`config.mk`:
```
export PLATFORM = sky130hd
export DESIGN_NAME = lsc_sqrt
export DESIGN_NICKNAME = d
export VERILOG_FILES = /design/src/rtl/lsc_pkg.sv /design/src/rtl/lsc_sqrt.sv
export SDC_FILE = /design/constraint.sdc
export NUM_CORES = 2
export LEC_CHECK = 0
export BUFFER_PORTS_ARGS = -buffer_cell sky130_fd_sc_hd__buf_2
export CAP_MARGIN = 20
export CORE_AREA = 5 5 549 551
export CTS_CLUSTER_DIAMETER = 60
export DETAILED_ROUTE_END_ITERATION = 10
export DIE_AREA = 0 0 554 556
export PLACE_DENSITY = 0.51
export SYNTH_ARGS = -nofsm -noshare
export SYNTH_HDL_FRONTEND = slang
export SYNTH_MEMORY_MAX_BITS = 65536
export SYNTH_SLANG_ARGS = --single-unit
export TNS_END_PERCENT = 100
```
`constraint.sdc`:
```
create_clock -name aclk -period 4.65 [get_ports aclk]
set_input_delay 0.6975 -clock aclk [delete_from_list [all_inputs] [get_ports aclk]]
set_output_delay 0.6975 -clock aclk [all_outputs]
set_load 0.03 [all_outputs]
```
`src/rtl/lsc_pkg.sv`:
```
`timescale 1ns / 1ps
`default_nettype none

package lsc_pkg;

    // field and arithmetic widths
    localparam int DATA_W     = 32;
    localparam int FRAC_BITS  = 16;
    localparam int CELL_W     = 31;
    localparam int CFG_W      = 31;

    // divider: 50-bit numerator, 33-bit divisor, 32 quotient bits plus overflow
    localparam int DIV_NUM_W  = 50;
    localparam int DIV_DEN_W  = 33;
    localparam int DIV_Q_W    = 32;
    localparam int DIV_HI_W   = DIV_NUM_W - DIV_Q_W;

    // square root: 64-bit radicand, 32-bit root
    localparam int SQRT_IN_W  = 64;
    localparam int SQRT_OUT_W = 32;

    // register stages inside each unit
    localparam int DIV_STAGES  = DIV_Q_W;
    localparam int SQRT_STAGES = SQRT_OUT_W;

    // register reset values
    localparam logic [CFG_W-1:0] MAX_CURV_RESET   = 31'd67108864;
    localparam logic [CFG_W-1:0] GRAD_FLOOR_RESET = 31'd1;

    // configuration register indexes
    typedef enum logic [0:0] {
        CFG_MAX_CURVATURE  = 1'b0,
        CFG_GRADIENT_FLOOR = 1'b1
    } cfg_idx_t;

endpackage

`default_nettype wire

```
`src/rtl/lsc_sqrt.sv`:
```
`timescale 1ns / 1ps
`default_nettype none

module lsc_sqrt import lsc_pkg::*; (
    input  wire logic                  aclk,
    input  wire logic                  en,
    input  wire logic [SQRT_IN_W-1:0]  rad,
    output logic      [SQRT_OUT_W-1:0] root
);

    localparam int REM_W = SQRT_OUT_W + 2;

    logic [REM_W-1:0]      rem_reg  [SQRT_STAGES];
    logic [SQRT_IN_W-1:0]  rad_reg  [SQRT_STAGES];
    logic [SQRT_OUT_W-1:0] root_reg [SQRT_STAGES];

    // digit-by-digit root, two radicand bits per stage
    for (genvar g = 0; g < SQRT_STAGES; g++) begin : g_stage
        logic [REM_W-1:0]      rem_in;
        logic [SQRT_IN_W-1:0]  rad_in;
        logic [SQRT_OUT_W-1:0] root_in;
        logic [REM_W+1:0]      cur;
        logic [REM_W+1:0]      trial;
        logic [REM_W+1:0]      diff;
        logic                  ge;

        if (g == 0) begin : g_first
            assign rem_in  = '0;
            assign rad_in  = rad;
            assign root_in = '0;
        end else begin : g_next
            assign rem_in  = rem_reg[g-1];
            assign rad_in  = rad_reg[g-1];
            assign root_in = root_reg[g-1];
        end

        assign cur   = {rem_in, rad_in[SQRT_IN_W-1:SQRT_IN_W-2]};
        assign trial = {2'b00, root_in, 2'b01};
        assign diff  = cur - trial;
        assign ge    = cur >= trial;

        always_ff @(posedge aclk) begin
            if (en) begin
                rem_reg[g]  <= ge ? diff[REM_W-1:0] : cur[REM_W-1:0];
                rad_reg[g]  <= {rad_in[SQRT_IN_W-3:0], 2'b00};
                root_reg[g] <= {root_in[SQRT_OUT_W-2:0], ge};
            end
        end
    end

    assign root = root_reg[SQRT_STAGES-1];

endmodule

`default_nettype wire

```
==> run summary <==
The initialized floorplan defines 200 standard-cell rows. For this run, the detailed router's first-pass iteration total came to 5. Most common cell after layout, fill and taps aside: edfxtp_1. The die is 556 um tall.

The number of gates resized after CTS was 0. Data on the critical path is required at its endpoint by 5270 ps. The placeable core region came out at 296000 sq um. For this run, the leading register cell type out of synthesis is edfxtp_1.

The total nets after synthesis was 9709; the mean routed wirelength per cell was 18.2 um. The hold violation count in the final report is 0. For the count of unique library cells instantiated by Yosys, the log shows 92. The tools report the summed area of non-filler cells in the final layout as 134000 sq um. The final critical path takes up 89.3% of the cycle.

Global routing used 15.8% of the available tracks. Counting every sink on the clock net gives 2523. Total power for the finished layout comes to 65.9 mW. The largest net degree at the start of global routing is 128, and the final number of max-transition violations is 0.

The wire-length estimate of the detail-placed layout is 180000 um. Buffers inserted to repair hold after CTS numbered 63. After filler insertion, the fill cell instance count of the layout stands at 26603.

Count of flip-flops with a built-in enable after synthesis: 2523. The share of Yosys cell area claimed by the top area cell type is 64.4%. Headroom to the max-slew limit came out at 29.6%. For the final database, setup skew stands at 42.0 ps. The first routing iteration left 4803 violations.

Clock latency on the worst-skew pair, taken at its later pin, is 880 ps. Power spread over the standard cell area amounts to 493 nW/um^2. The logs give 51.1 nW for the leakage power total and 3 for the initial antenna violation count. Once placement completed, the tool counted placed cells totaling 13065. In the routed design, unresolved DRC markers number 0.

TritonCTS built the clock tree. In this run, synthesis produced a sequential element count of 2523. For the share of the yosys chip area belonging to registers, the log shows 64.4%. Count of buffers from port buffering: 97. The number of H-tree levels was 5; the number of standard cells in the layout, taps in and fillers out was 13671.

The total placed instance area is 124000 sq um. Setup repair after global routing left no endpoint under its margin. The flow ran to the end, and the final reports show no timing, DRC or antenna violations. The logs give 298 for the CTS buffer count and 0 for the total global routing overflow. The first global-routing pass estimated 394000 um of wire. The tools report the via count of the first global-routing pass as 70717. The worst-path maximum fanout was 5; the post-synthesis area per instance was 12.9 sq um. Dividing the detail-routed via count by the number of cells gives 5.17. Wire segments on met2 add up to 123000 um in the final route. The clock input transition at the sequential cells of the worst setup and hold paths works out to 60 ps. The number of flip-flops in the largest register works out to 1003. The floorplan die area was 308000 sq um. The critical path is of the flip-flop to flip-flop type. STA classifies the critical path startpoint as a flip-flop.

Multiplexer cells account for 0.748% of the synthesized area. STA puts the critical path data arrival time at 4770 ps. In the post-synthesis netlist, the biggest area contributors are edfxtp_1 (64%), ha_1 (6.0%), xor2_1 (3.3%). Across all layers, the routed design uses 70649 vias. The floorplan step set the die width to 554 um. In the final layout, the share of cells above drive strength 1 is 8.25%.

For the pin with the worst max-slew slack, the measured transition is 1040 ps. The post-synthesis compound-gate area fraction works out to 9.79%. The number of primary I/O pins was 98; the post-synthesis share of cell area spent on xor and xnor gates was 6.09%. The share of synthesized cell area in full adder, half adder and majority cells was 5.98%; the count of nets after finishing was 10117.

The run gives 110000 um as the total routed wire length on the met1 layer. The top cell types in the final layout, fill and taps aside, are edfxtp_1 (2523), inv_1 (728), nand2_1 (629). The synthesized netlist devotes 9.99% of its cell area to simple gates.

The starting density of the core was 39.7%; the number of buffers on the longest clock path was 4. The combinational family with the most area after synthesis is simple AND/OR/NAND/NOR gates. The detailed router used layers up to and including met4.

The met3 wire length was 8610 um; the routability congestion estimate was 0.852. VDD sags by at most 301 uV. Of all flip-flops after synthesis, the portion carrying an async set or reset was 0%.

The Yosys step of the flow raised 0 warnings. Setup violations remaining at the end of the flow were counted as 0. The cell type with the highest aggregate area in the netlist was edfxtp_1. Synthesis handed over a netlist of 9081 instances. The post-route setup TNS was 0 ps; the antenna violation net count after detailed routing was 0.

STA classifies the critical path endpoint as a flip-flop. The sum of routed wire length over all layers was 248000 um. The tools report the root buffer selected by CTS as clkbuf_16. Derived from the worst setup path, the maximum achievable clock frequency is 241 MHz. From synthesis to final layout, the design area changed by 13.8%. Summing every instance area after synthesis gives 118000 sq um. Count of maximum capacitance violations: 0. The path class of the tightest hold or removal check is input port to flip-flop.

Shortest clock period the worst path allows after layout: 4150 ps. The run gives 0 as the setup fix buffers added after clock tree synthesis.
layout make-up:
cell class / instances / area, sq um / share of cell area (%)
antenna: 3 / 7.51 / 0.00561
multi-input combinational: 5646 / 38400 / 28.7
timing repair buffer: 291 / 2390 / 1.78
tap: 3939 / 4930 / 3.68
clock inverter: 182 / 1810 / 1.36
inverter: 729 / 2740 / 2.04
sequential: 2523 / 75800 / 56.6
clock buffer: 358 / 7720 / 5.77
power breakdown:
group	internal (mW)	total, mW	leakage (nW)	switching, mW
Clock	13.3	22.6	4.63	9.36
Combinational	5.35	12.7	22.2	7.36
Sequential	28.7	30.6	24.3	1.92
metrics by stage:
step / utilization [%] / setup slack, ps / hold WS (ps)
after floorplan: - / 1020 / 400
after global placement: 41.8 / 559 / 400
after detailed placement: 41.8 / 476 / 405
after CTS: 45.2 / 437 / 1.02
after global routing: 45.2 / 137 / 55.6
final: 45.2 / 497 / 107
cell families (layout without fill, tap and decap cells):
kind of cell | count (synthesis) | count (layout)
buffers and inverters | 912 | 1560
AO/OA/AOI/OAI | 1839 | 1839
multiplexers | 80 | 80
flip-flops | 2523 | 2523
XOR/XNOR | 817 | 817
AND/OR/NAND/NOR | 2347 | 2347
other | 1 | 4
adder cells (fa/ha/maj) | 562 | 562
synth_stat cells (all sizes together) (71+ instances only):
cell    number
inv        729
nor2       532
nor4       134
ha         562
clkbuf     151
nand4      113
nand2      629
xor2       440
a21oi      560
nor3       201
nor2b      101
o21ai      470
o21a       110
o31ai       71
edfxtp    2523
or3        115
xnor2      377
nand3      133
a21o       272
nand2b      94
worst paths after layout:
kind | from | endpoint | slack [ps] | depth (start not counted)
min reg2reg | rad_reg[11][36] | rad_reg[12][38] | 400 | 0
max | root_reg[28][0] | rem_reg[29][32] | 500 | 12
min | rad[62] | root_reg[0][0] | 110 | 2
max reg2reg | root_reg[28][0] | rem_reg[29][32] | 500 | 12
routing by layer:
layer,up-vias,GRT usage [%]
li1,34508,-
met4,0,4.91
met1,34390,20.6
met5,-,0
met3,446,1.90
met2,1305,27.6
worst max-delay path, cell delays in order, from the launching register on:
cell and delay (ps):
edfxtp_1 520, inv_1 90, ha_1 330, nor2b_1 150, o21ai_0 260, a21oi_1 130
a211oi_1 570, o21ai_0 360, a31o_2 370, o21ai_0 370, o31ai_1 160, a21boi_0 240
mux2_2 360
Power figures use the tool's default switching activity.
